### src/hdl/scsw_pkg.sv
package scsw_pkg;

   localparam int CHIP_W     = 6;
   localparam int CHIP_EXT_W = 9;
   localparam int POS_W      = 3;
   localparam int BYTE_W     = 8;
   localparam int LEN_W      = 7;
   localparam int MAX_CHIPS  = 64;
   localparam int OUT_LIMIT  = 64;
   localparam int CMD_DEPTH  = 4;
   localparam int RSP_DEPTH  = 2;

   typedef enum logic [1:0] {
      OP_WRITE_BIT    = 2'd0,
      OP_WRITE_BYTE   = 2'd1,
      OP_BATCH_BEGIN  = 2'd2,
      OP_BATCH_COMMIT = 2'd3
   } op_type;

   typedef enum logic [1:0] {
      BACK_IDLE,
      BACK_UPDATE,
      BACK_FLUSH
   } back_state_type;

   typedef struct packed {
      logic              store;
      logic              is_bit;
      logic [CHIP_W-1:0] chip;
      logic [POS_W-1:0]  pos;
      logic              val;
      logic [BYTE_W-1:0] data;
      logic              flush;
   } cmd_type;

   typedef struct packed {
      logic [BYTE_W-1:0] out_byte;
      logic [CHIP_W-1:0] out_chip;
      logic              last_byte;
   } rsp_type;

endpackage

### src/hdl/scsw_queue.sv
module scsw_queue #(
   parameter int WIDTH = 8,
   parameter int DEPTH = 2
) (
   input  logic             clock,
   input  logic             reset,
   input  logic             push,
   input  logic [WIDTH-1:0] push_data,
   output logic             full,
   input  logic             pop,
   output logic [WIDTH-1:0] pop_data,
   output logic             empty
);

   localparam int PW = (DEPTH > 1) ? $clog2(DEPTH) : 1;
   localparam int CW = $clog2(DEPTH + 1);

   logic [WIDTH-1:0] data_ff [DEPTH];
   logic [PW-1:0]    wr_ptr_ff, wr_ptr_in;
   logic [PW-1:0]    rd_ptr_ff, rd_ptr_in;
   logic [CW-1:0]    count_ff, count_in;
   logic             do_push, do_pop;

   assign full     = (count_ff == CW'(DEPTH));
   assign empty    = (count_ff == '0);
   assign do_push  = push && !full;
   assign do_pop   = pop && !empty;
   assign pop_data = data_ff[rd_ptr_ff];

   always_comb begin
      wr_ptr_in = wr_ptr_ff;
      rd_ptr_in = rd_ptr_ff;
      count_in  = count_ff;
      if (do_push) begin
         wr_ptr_in = (wr_ptr_ff == PW'(DEPTH - 1)) ? '0 : wr_ptr_ff + PW'(1);
      end
      if (do_pop) begin
         rd_ptr_in = (rd_ptr_ff == PW'(DEPTH - 1)) ? '0 : rd_ptr_ff + PW'(1);
      end
      if (do_push && !do_pop) begin
         count_in = count_ff + CW'(1);
      end else if (!do_push && do_pop) begin
         count_in = count_ff - CW'(1);
      end
   end

   always_ff @(posedge clock) begin
      if (reset) begin
         wr_ptr_ff <= '0;
         rd_ptr_ff <= '0;
         count_ff  <= '0;
      end else begin
         wr_ptr_ff <= wr_ptr_in;
         rd_ptr_ff <= rd_ptr_in;
         count_ff  <= count_in;
      end
   end

   always_ff @(posedge clock) begin
      if (do_push) begin
         data_ff[wr_ptr_ff] <= push_data;
      end
   end

endmodule

### src/hdl/scsw_front.sv
module scsw_front #(
   parameter int MAX_CHIPS = scsw_pkg::MAX_CHIPS
) (
   input  logic                          clock,
   input  logic                          reset,
   input  logic                          req_push,
   output logic                          req_full,
   input  logic [1:0]                    req_operation,
   input  logic [scsw_pkg::CHIP_W-1:0]   req_chip_index,
   input  logic [scsw_pkg::POS_W-1:0]    req_bit_position,
   input  logic                          req_bit_value,
   input  logic [scsw_pkg::BYTE_W-1:0]   req_byte_value,
   output logic                          cmd_push,
   output scsw_pkg::cmd_type             cmd_data,
   input  logic                          cmd_full
);

   logic                                batch_ff, batch_in;
   logic                                accept;
   logic                                in_range;
   logic [scsw_pkg::CHIP_EXT_W-1:0]     chip_ext;
   scsw_pkg::op_type                    op;

   assign req_full = cmd_full;
   assign accept   = req_push && !cmd_full;
   assign op       = scsw_pkg::op_type'(req_operation);
   assign chip_ext = {{(scsw_pkg::CHIP_EXT_W - scsw_pkg::CHIP_W){1'b0}}, req_chip_index};
   assign in_range = (chip_ext < scsw_pkg::CHIP_EXT_W'(MAX_CHIPS));

   always_comb begin
      batch_in       = batch_ff;
      cmd_push       = 1'b0;
      cmd_data.store = 1'b0;
      cmd_data.is_bit = (op == scsw_pkg::OP_WRITE_BIT);
      cmd_data.chip  = req_chip_index;
      cmd_data.pos   = req_bit_position;
      cmd_data.val   = req_bit_value;
      cmd_data.data  = req_byte_value;
      cmd_data.flush = 1'b0;
      case (op)
         scsw_pkg::OP_WRITE_BIT, scsw_pkg::OP_WRITE_BYTE: begin
            cmd_push       = accept;
            cmd_data.store = in_range;
            cmd_data.flush = !batch_ff;
         end
         scsw_pkg::OP_BATCH_BEGIN: begin
            if (accept) begin
               batch_in = 1'b1;
            end
         end
         scsw_pkg::OP_BATCH_COMMIT: begin
            cmd_push       = accept && batch_ff;
            cmd_data.flush = 1'b1;
            if (accept) begin
               batch_in = 1'b0;
            end
         end
         default: begin
            cmd_push = 1'b0;
         end
      endcase
   end

   always_ff @(posedge clock) begin
      if (reset) begin
         batch_ff <= 1'b0;
      end else begin
         batch_ff <= batch_in;
      end
   end

endmodule

### src/hdl/scsw_back.sv
module scsw_back #(
   parameter int MAX_CHIPS = scsw_pkg::MAX_CHIPS
) (
   input  logic                          clock,
   input  logic                          reset,
   input  logic [scsw_pkg::CHIP_W-1:0]   last_chip,
   input  scsw_pkg::cmd_type             cmd_data,
   input  logic                          cmd_empty,
   output logic                          cmd_pop,
   output logic                          out_push,
   output scsw_pkg::rsp_type             out_data,
   input  logic                          out_full
);

   localparam int AW = (MAX_CHIPS > 1) ? $clog2(MAX_CHIPS) : 1;

   logic [scsw_pkg::BYTE_W-1:0]  mem [MAX_CHIPS];
   logic                         valid_ff [MAX_CHIPS];

   scsw_pkg::back_state_type     state_ff, state_in;
   scsw_pkg::cmd_type            cmd_ff, cmd_in;
   logic [scsw_pkg::CHIP_W-1:0]  cnt_ff, cnt_in;
   logic                         pend_ff, pend_in;
   logic [scsw_pkg::CHIP_W-1:0]  pend_chip_ff, pend_chip_in;
   logic                         pend_last_ff, pend_last_in;
   logic [scsw_pkg::BYTE_W-1:0]  rd_data_ff;
   logic                         rd_valid_ff;

   logic                         rd_en;
   logic [AW-1:0]                rd_addr;
   logic                         wr_en;
   logic [AW-1:0]                wr_addr;
   logic [scsw_pkg::BYTE_W-1:0]  wr_data;
   logic [scsw_pkg::BYTE_W-1:0]  old_byte;
   logic [scsw_pkg::BYTE_W-1:0]  mask;
   logic                         slot_free;
   logic [scsw_pkg::CHIP_EXT_W-1:0] cmd_chip_ext, upd_chip_ext, cnt_ext;

   assign cmd_chip_ext = {{(scsw_pkg::CHIP_EXT_W - scsw_pkg::CHIP_W){1'b0}}, cmd_data.chip};
   assign upd_chip_ext = {{(scsw_pkg::CHIP_EXT_W - scsw_pkg::CHIP_W){1'b0}}, cmd_ff.chip};
   assign cnt_ext      = {{(scsw_pkg::CHIP_EXT_W - scsw_pkg::CHIP_W){1'b0}}, cnt_ff};

   assign old_byte  = rd_valid_ff ? rd_data_ff : '0;
   assign mask      = scsw_pkg::BYTE_W'(1) << cmd_ff.pos;
   assign out_push  = pend_ff && !out_full;
   assign slot_free = !pend_ff || !out_full;

   assign out_data.out_byte  = old_byte;
   assign out_data.out_chip  = pend_chip_ff;
   assign out_data.last_byte = pend_last_ff;

   // next state
   always_comb begin
      state_in = state_ff;
      case (state_ff)
         scsw_pkg::BACK_IDLE: begin
            if (!cmd_empty && !pend_ff) begin
               state_in = scsw_pkg::BACK_UPDATE;
            end
         end
         scsw_pkg::BACK_UPDATE: begin
            state_in = cmd_ff.flush ? scsw_pkg::BACK_FLUSH : scsw_pkg::BACK_IDLE;
         end
         scsw_pkg::BACK_FLUSH: begin
            if (slot_free && (cnt_ff == '0)) begin
               state_in = scsw_pkg::BACK_IDLE;
            end
         end
         default: begin
            state_in = scsw_pkg::BACK_IDLE;
         end
      endcase
   end

   // outputs and datapath control
   always_comb begin
      cmd_pop      = 1'b0;
      rd_en        = 1'b0;
      rd_addr      = cmd_chip_ext[AW-1:0];
      wr_en        = 1'b0;
      wr_addr      = upd_chip_ext[AW-1:0];
      wr_data      = cmd_ff.data;
      cmd_in       = cmd_ff;
      cnt_in       = cnt_ff;
      pend_in      = out_push ? 1'b0 : pend_ff;
      pend_chip_in = pend_chip_ff;
      pend_last_in = pend_last_ff;
      case (state_ff)
         scsw_pkg::BACK_IDLE: begin
            cmd_pop = !cmd_empty && !pend_ff;
            rd_en   = cmd_pop;
            if (cmd_pop) begin
               cmd_in = cmd_data;
            end
         end
         scsw_pkg::BACK_UPDATE: begin
            wr_en  = cmd_ff.store;
            cnt_in = last_chip;
            if (cmd_ff.is_bit) begin
               wr_data = cmd_ff.val ? (old_byte | mask) : (old_byte & ~mask);
            end
         end
         scsw_pkg::BACK_FLUSH: begin
            rd_en   = slot_free;
            rd_addr = cnt_ext[AW-1:0];
            if (slot_free) begin
               pend_in      = 1'b1;
               pend_chip_in = cnt_ff;
               pend_last_in = (cnt_ff == '0);
               cnt_in       = cnt_ff - scsw_pkg::CHIP_W'(1);
            end
         end
         default: begin
            cmd_pop = 1'b0;
         end
      endcase
   end

   always_ff @(posedge clock) begin
      if (reset) begin
         state_ff <= scsw_pkg::BACK_IDLE;
         pend_ff  <= 1'b0;
         for (int i = 0; i < MAX_CHIPS; i++) begin
            valid_ff[i] <= 1'b0;
         end
      end else begin
         state_ff <= state_in;
         pend_ff  <= pend_in;
         if (wr_en) begin
            valid_ff[wr_addr] <= 1'b1;
         end
      end
   end

   always_ff @(posedge clock) begin
      cmd_ff       <= cmd_in;
      cnt_ff       <= cnt_in;
      pend_chip_ff <= pend_chip_in;
      pend_last_ff <= pend_last_in;
   end

   always_ff @(posedge clock) begin
      if (wr_en) begin
         mem[wr_addr] <= wr_data;
      end
   end

   always_ff @(posedge clock) begin
      if (rd_en) begin
         rd_data_ff  <= mem[rd_addr];
         rd_valid_ff <= valid_ff[rd_addr];
      end
   end

endmodule

### src/hdl/shift_chain_shadow_writer.sv
// Flow: a write outside a batch, or a commit of an open batch, passes the command queue and
// the back end's IDLE, UPDATE and FLUSH states before its first byte reaches the rsp ports;
// bytes then follow one per cycle while the response queue has room. The back end takes a
// new command only in IDLE with no byte pending; the front takes one transaction per
// cycle while the four-entry command queue has room. Reset: synchronous; clears queues,
// batch flag and shadow valid bits (shadow reads as zero); chain length set to 1.
module shift_chain_shadow_writer #(
   parameter int MAX_CHIPS = scsw_pkg::MAX_CHIPS
) (
   input  logic                          clock,
   input  logic                          reset,
   input  logic                          req_push,
   output logic                          req_full,
   input  logic [1:0]                    req_operation,
   input  logic [scsw_pkg::CHIP_W-1:0]   req_chip_index,
   input  logic [scsw_pkg::POS_W-1:0]    req_bit_position,
   input  logic                          req_bit_value,
   input  logic [scsw_pkg::BYTE_W-1:0]   req_byte_value,
   output logic                          rsp_empty,
   input  logic                          rsp_pop,
   output logic [scsw_pkg::BYTE_W-1:0]   rsp_out_byte,
   output logic [scsw_pkg::CHIP_W-1:0]   rsp_out_chip,
   output logic                          rsp_last_byte,
   input  logic                          csr_wr_en,
   input  logic [scsw_pkg::LEN_W-1:0]    csr_chain_length
);

   localparam int CAP = (MAX_CHIPS < scsw_pkg::OUT_LIMIT) ? MAX_CHIPS : scsw_pkg::OUT_LIMIT;

   logic [scsw_pkg::LEN_W-1:0]   chain_len_ff, chain_len_in;
   logic [scsw_pkg::LEN_W-1:0]   chips_used;
   logic [scsw_pkg::LEN_W-1:0]   last_idx;
   logic [scsw_pkg::CHIP_W-1:0]  last_chip;

   scsw_pkg::cmd_type            front_cmd, queued_cmd;
   logic                         front_push, cmd_full, cmd_empty, cmd_pop;
   scsw_pkg::rsp_type            back_rsp, rsp_head;
   logic                         back_push, rsp_full;

   assign chain_len_in = csr_wr_en ? csr_chain_length : chain_len_ff;

   always_ff @(posedge clock) begin
      if (reset) begin
         chain_len_ff <= scsw_pkg::LEN_W'(1);
      end else begin
         chain_len_ff <= chain_len_in;
      end
   end

   always_comb begin
      chips_used = chain_len_ff;
      if (chain_len_ff == '0) begin
         chips_used = scsw_pkg::LEN_W'(1);
      end else if (chain_len_ff > scsw_pkg::LEN_W'(CAP)) begin
         chips_used = scsw_pkg::LEN_W'(CAP);
      end
   end

   assign last_idx  = chips_used - scsw_pkg::LEN_W'(1);
   assign last_chip = last_idx[scsw_pkg::CHIP_W-1:0];

   scsw_front #(
      .MAX_CHIPS (MAX_CHIPS)
   ) u_front (
      .clock            (clock),
      .reset            (reset),
      .req_push         (req_push),
      .req_full         (req_full),
      .req_operation    (req_operation),
      .req_chip_index   (req_chip_index),
      .req_bit_position (req_bit_position),
      .req_bit_value    (req_bit_value),
      .req_byte_value   (req_byte_value),
      .cmd_push         (front_push),
      .cmd_data         (front_cmd),
      .cmd_full         (cmd_full)
   );

   scsw_queue #(
      .WIDTH ($bits(scsw_pkg::cmd_type)),
      .DEPTH (scsw_pkg::CMD_DEPTH)
   ) u_cmd_queue (
      .clock     (clock),
      .reset     (reset),
      .push      (front_push),
      .push_data (front_cmd),
      .full      (cmd_full),
      .pop       (cmd_pop),
      .pop_data  (queued_cmd),
      .empty     (cmd_empty)
   );

   scsw_back #(
      .MAX_CHIPS (MAX_CHIPS)
   ) u_back (
      .clock     (clock),
      .reset     (reset),
      .last_chip (last_chip),
      .cmd_data  (queued_cmd),
      .cmd_empty (cmd_empty),
      .cmd_pop   (cmd_pop),
      .out_push  (back_push),
      .out_data  (back_rsp),
      .out_full  (rsp_full)
   );

   scsw_queue #(
      .WIDTH ($bits(scsw_pkg::rsp_type)),
      .DEPTH (scsw_pkg::RSP_DEPTH)
   ) u_rsp_queue (
      .clock     (clock),
      .reset     (reset),
      .push      (back_push),
      .push_data (back_rsp),
      .full      (rsp_full),
      .pop       (rsp_pop),
      .pop_data  (rsp_head),
      .empty     (rsp_empty)
   );

   assign rsp_out_byte  = rsp_head.out_byte;
   assign rsp_out_chip  = rsp_head.out_chip;
   assign rsp_last_byte = rsp_head.last_byte;

endmodule

### config.mk
export PLATFORM = sky130hd
export DESIGN_NAME = shift_chain_shadow_writer
export DESIGN_NICKNAME = d
export VERILOG_FILES = /design/src/hdl/scsw_pkg.sv /design/src/hdl/scsw_queue.sv /design/src/hdl/scsw_front.sv /design/src/hdl/scsw_back.sv /design/src/hdl/shift_chain_shadow_writer.sv
export SDC_FILE = /design/constraint.sdc
export NUM_CORES = 1
export LEC_CHECK = 0
export ABC_AREA = 1
export BUFFER_PORTS_ARGS = -buffer_cell sky130_fd_sc_hd__buf_4
export CAP_MARGIN = 20
export CORE_ASPECT_RATIO = 2
export CORE_MARGIN = 3
export CORE_UTILIZATION = 59
export CTS_BUF_LIST = sky130_fd_sc_hd__clkbuf_4
export DETAILED_ROUTE_END_ITERATION = 12
export PLACE_DENSITY = 0.78
export SLEW_MARGIN = 20
export SYNTH_ARGS = -nofsm -noshare
export SYNTH_HDL_FRONTEND = slang
export SYNTH_SLANG_ARGS = --single-unit
export TNS_END_PERCENT = 1
### constraint.sdc
create_clock -name clock -period 2.3 [get_ports clock]
set_input_delay 0.345 -clock clock [delete_from_list [all_inputs] [get_ports clock]]
set_output_delay 0.345 -clock clock [all_outputs]
set_load 0.01 [all_outputs]
==> metrics.md <==
| Metric | Value |
|---|---|
| Commonest cells after routing, fill and taps aside | edfxtp_1 (669), nand2_1 (525), inv_1 (516) |
| Pwr dens | 1420 nW/µm² |
| Max VDD drop | 1.32 mV |
| Violated checks | negative setup slack |
| Worst-case hold path end point | u_cmd_queue.wr_ptr_ff[1]$_SDFFE_PP0P_ |
| Vias per cell | 5.80 |
| Setup slack after layout | -126 ps |
| IO buf count | 48 |
| Fin crit period | 2430 ps |
| CTS Sinks | 758 |
| Die footprint | 58400 µm² |
| Core area | ~55000 µm² |
| Clock buffer depth | 3 |
| Non-filler instance count after layout | 4340 |
| Critical-path cell list | nand2_1, nand3_4, nand3_4, buf_12, buf_4, bufbuf_16, nand3_1, nand3_2, nand3_1, nand3_4, nand3_2, nand3_2, nand2_1 |
| Setup violators final | 24 |
| First-pass GRT wire length | 147 mm |
| DRT iter0 DRCs | 2673 |
| Hold path startpoint | req_push |
| Clk_lat worst skew | 920 ps |
| Number of buffers created by CTS | 155 |
| Outcome | complete, but fails checks |
| Post-Route WL | around 100 mm |
| Hold path depth | 7 |
| Xor/xnor cell area share of the yosys netlist | 0.134% |
| Nets@finish | 3519 |
| CTS tree | done |
| Die H | 339 µm |
| Area share of and/or/nand/nor cells after synthesis | 21.3% |
| Syn nets | 3171 |
| Final hold violations | 0 |
| RR Endpoint | u_back.rd_data_ff[0]$_DFFE_PP_ |
| Max Slew Vio Count | 0 |
| Critical setup path kind | reg -> reg |
| Worst R2R Setup Slack | -130 ps |
| Syn Area/Cell | approximately 10 µm² |
| Total gr overflow | 0 |
| RSZ-0062 raised after global routing | yes |
| Clk slew on worst S/H paths | around 70 ps |
| ANT nets after route | 0 |
| GP Congestion | 1.02 |
| DP Cell Count | 3970 |
| Proportion of synthesized area in mux cells | less than 1% |
| DRC viols | 0 |
| Clock root buffer | clkbuf_4 |
| Max Cap Violations | 0 |
| Mapped Area | between 30000 and 40000 µm² |
| Largest family of logic cells by synthesized area | simple AND/OR/NAND/NOR gates |
| Sequential fraction of the synthesis area | around 67% |
| Synth Instances | 3130 |
| Fraction of final layout cells sized beyond drive strength 1 | ~20% |
| Routed len/inst | 23.5 µm |
| Post-Route Skew | 47.7 ps |
| Dpl ws | -419 ps |
| Flops & latches, synth | 758 |
| Rel. slew slack | between 60% and 70% |
| Area grow syn2layout | 21.1% |
| Vias | roughly 25000 |
| Vias in the first global route | 25400 |
| Drt first pass iters | 6 |
| Synth Area in Adders | 0.368% |
| Compound-Gate Fraction of Synth Area | roughly 2.1% |
| H-tree depth | 4 |
| Register-to-Register Path Depth | 13 |
| Max FO, Critical Path | 14 |
| Most common cell after layout, fill and taps aside | edfxtp_1 |
| GRT Util Overall | 34.3% |
| Max incr delay on CP | between 300 and 400 ps |
| Crit end category | register |
| F_max | 412 MHz |
| Synth cell types | 37 |
| Critical Path Start Type | register |
| Worst EP required | 2970 ps |
| Tcrit/Tclk final | 105% |
| Site Rows | 121 |
| Critical Path Slowest Stage Cell | edfxtp_1 |
| Worst EP arrival | 3100 ps |
| Yosys Warn Count | 0 |
| Worst R2R Start | u_cmd_queue.data_ff[3][13]$_DFFE_PP_ |
| Leak pwr | 16.4 nW |
| Die X | 172 µm |
| Actual slew at the worst max-slew pin | 535 ps |
| Dpl hpwl | around 63 mm |
| Largest net degree at the start of global routing | 61 |
| Hold Crit Class | in -> reg |
| Top Ports | 49 |
| Initial Util | 59.8% |
| Initial antenna violation count | 2 |
-- critical path, delay by kind of cell (launching register included) --
kind,cells,cell delay (ps)
and+or+nand+nor,10,1190
DFF,1,380
buffers and inverters,3,610
-- how the worst max path moves through the flow --
stage                                               startpoint                             end  cells after the start
after floorplan                u_back.state_ff[0]$_SDFFE_PP0P_      u_back.mem[0][5]$_DFFE_PP_                      7
after global placement                                register  u_back.rd_data_ff[2]$_DFFE_PP_                     13
after detailed placement                              register  u_back.rd_data_ff[2]$_DFFE_PP_                     13
after CTS                                             register                 rsp_out_chip[1]                      3
after global routing      u_cmd_queue.data_ff[3][13]$_DFFE_PP_  u_back.rd_data_ff[6]$_DFFE_PP_                     13
final                     u_cmd_queue.data_ff[3][13]$_DFFE_PP_  u_back.rd_data_ff[0]$_DFFE_PP_                     13
-- per-layer routing --
layer / GRT usage (%) / vias up / wire length (µm)
li1: - / 11200 / -
met1: 33.1 / 11900 / 30200
met2: 59.5 / 1561 / 53600
met3: 6.67 / 494 / 7400
met4: 31.3 / 0 / 10600
met5: 0 / - / 0
-- sequential cells by signal, summed over array words and instances (netlist names), 2 cells and up, named ones only --
signal                 count
chain_len_ff               7
u_back.cmd_ff             15
u_back.cnt_ff              6
u_back.mem               512
u_back.pend_chip_ff        6
u_back.rd_data_ff          8
u_back.state_ff            2
u_back.valid_ff           64
u_back.wr_addr             6
u_cmd_queue.count_ff       3
u_cmd_queue.data_ff       84
u_cmd_queue.rd_ptr_ff      2
u_cmd_queue.wr_ptr_ff      2
u_rsp_queue.count_ff       2
u_rsp_queue.data_ff       30
-- through the flow --
step | cell area, µm² | hold WS [ps] | TNS [ps] | utilization (%) | power, W
6_report | 39600 | 171 | -1260 | 72.4 | 0.0560
5_1_grt | 39600 | 129 | -2150 | 72.4 | 0.0579
4_1_cts | 38900 | 104 | -864 | 71.1 | 0.0535
3_5_place_dp | 35400 | 446 | -2310 | 64.9 | 0.0411
3_3_place_gp | 35400 | 425 | -2040 | 64.9 | 0.0407
2_1_floorplan | 32700 | 421 | -20910 | - | 0.0308
-- kinds of logic after synthesis --
logic type	count (synthesis)
AO/OA/AOI/OAI	117
XOR/XNOR	5
adder cells (fa/ha/maj)	9
buffers and inverters	686
flip-flops	758
multiplexers	15
AND/OR/NAND/NOR	1540
-- Yosys cell counts (all sizes together) --
cell / n / area share, %
edfxtp: 669 / 61
nand3: 616 / 9.4
nand2: 541 / 6.3
inv: 529 / 6.1
nor2: 268 / 3.1
buf: 93 / 1.8
nand3b: 91 / 2.1
dfxtp: 89 / 5.5
clkbuf: 64 / 0.74
o21ai: 63 / 0.96
a21oi: 23 / 0.46
mux2: 15 / 0.52
o22ai: 15 / 0.29
nor3: 13 / 0.20
ha: 8 / 0.31
o211ai: 8 / 0.18
nand4: 6 / 0.11
xor2: 5 / 0.13
a31oi: 4 / 0.077
nor4: 3 / 0.057
a32o: 2 / 0.061
or2: 2 / 0.038
a211oi: 1 / 0.023
fa: 1 / 0.061
o211a: 1 / 0.031
-- where the power goes --
group          switching (W)  internal [W]  leakage, nW
clock network        0.00509       0.00491         1.20
logic                 0.0180       0.00955         8.46
registers           0.000520        0.0179         6.78
-- cell type report --
| class | count | area, µm² |
|---|---|---|
| fillers | 3572 | 15100 |
| flip-flops and latches | 758 | 21900 |
| diodes | 3 | 7.51 |
| clock inverters | 50 | 299 |
| clock buffers | 228 | 1710 |
| repair buffers | 347 | 3980 |
| well taps | 738 | 923 |
| inverters | 529 | 2000 |
| multi-input cells | 1687 | 8760 |
-- timing repair --
action,CTS,global route
resized for setup,111,92
pin swaps,3,26
setup buffers,13,15
hold buffers,44,0
cloned,12,5
endpoints found under the hold margin,120,0
setup endpoints to repair,24,25
Power figures use the tool's default switching activity.
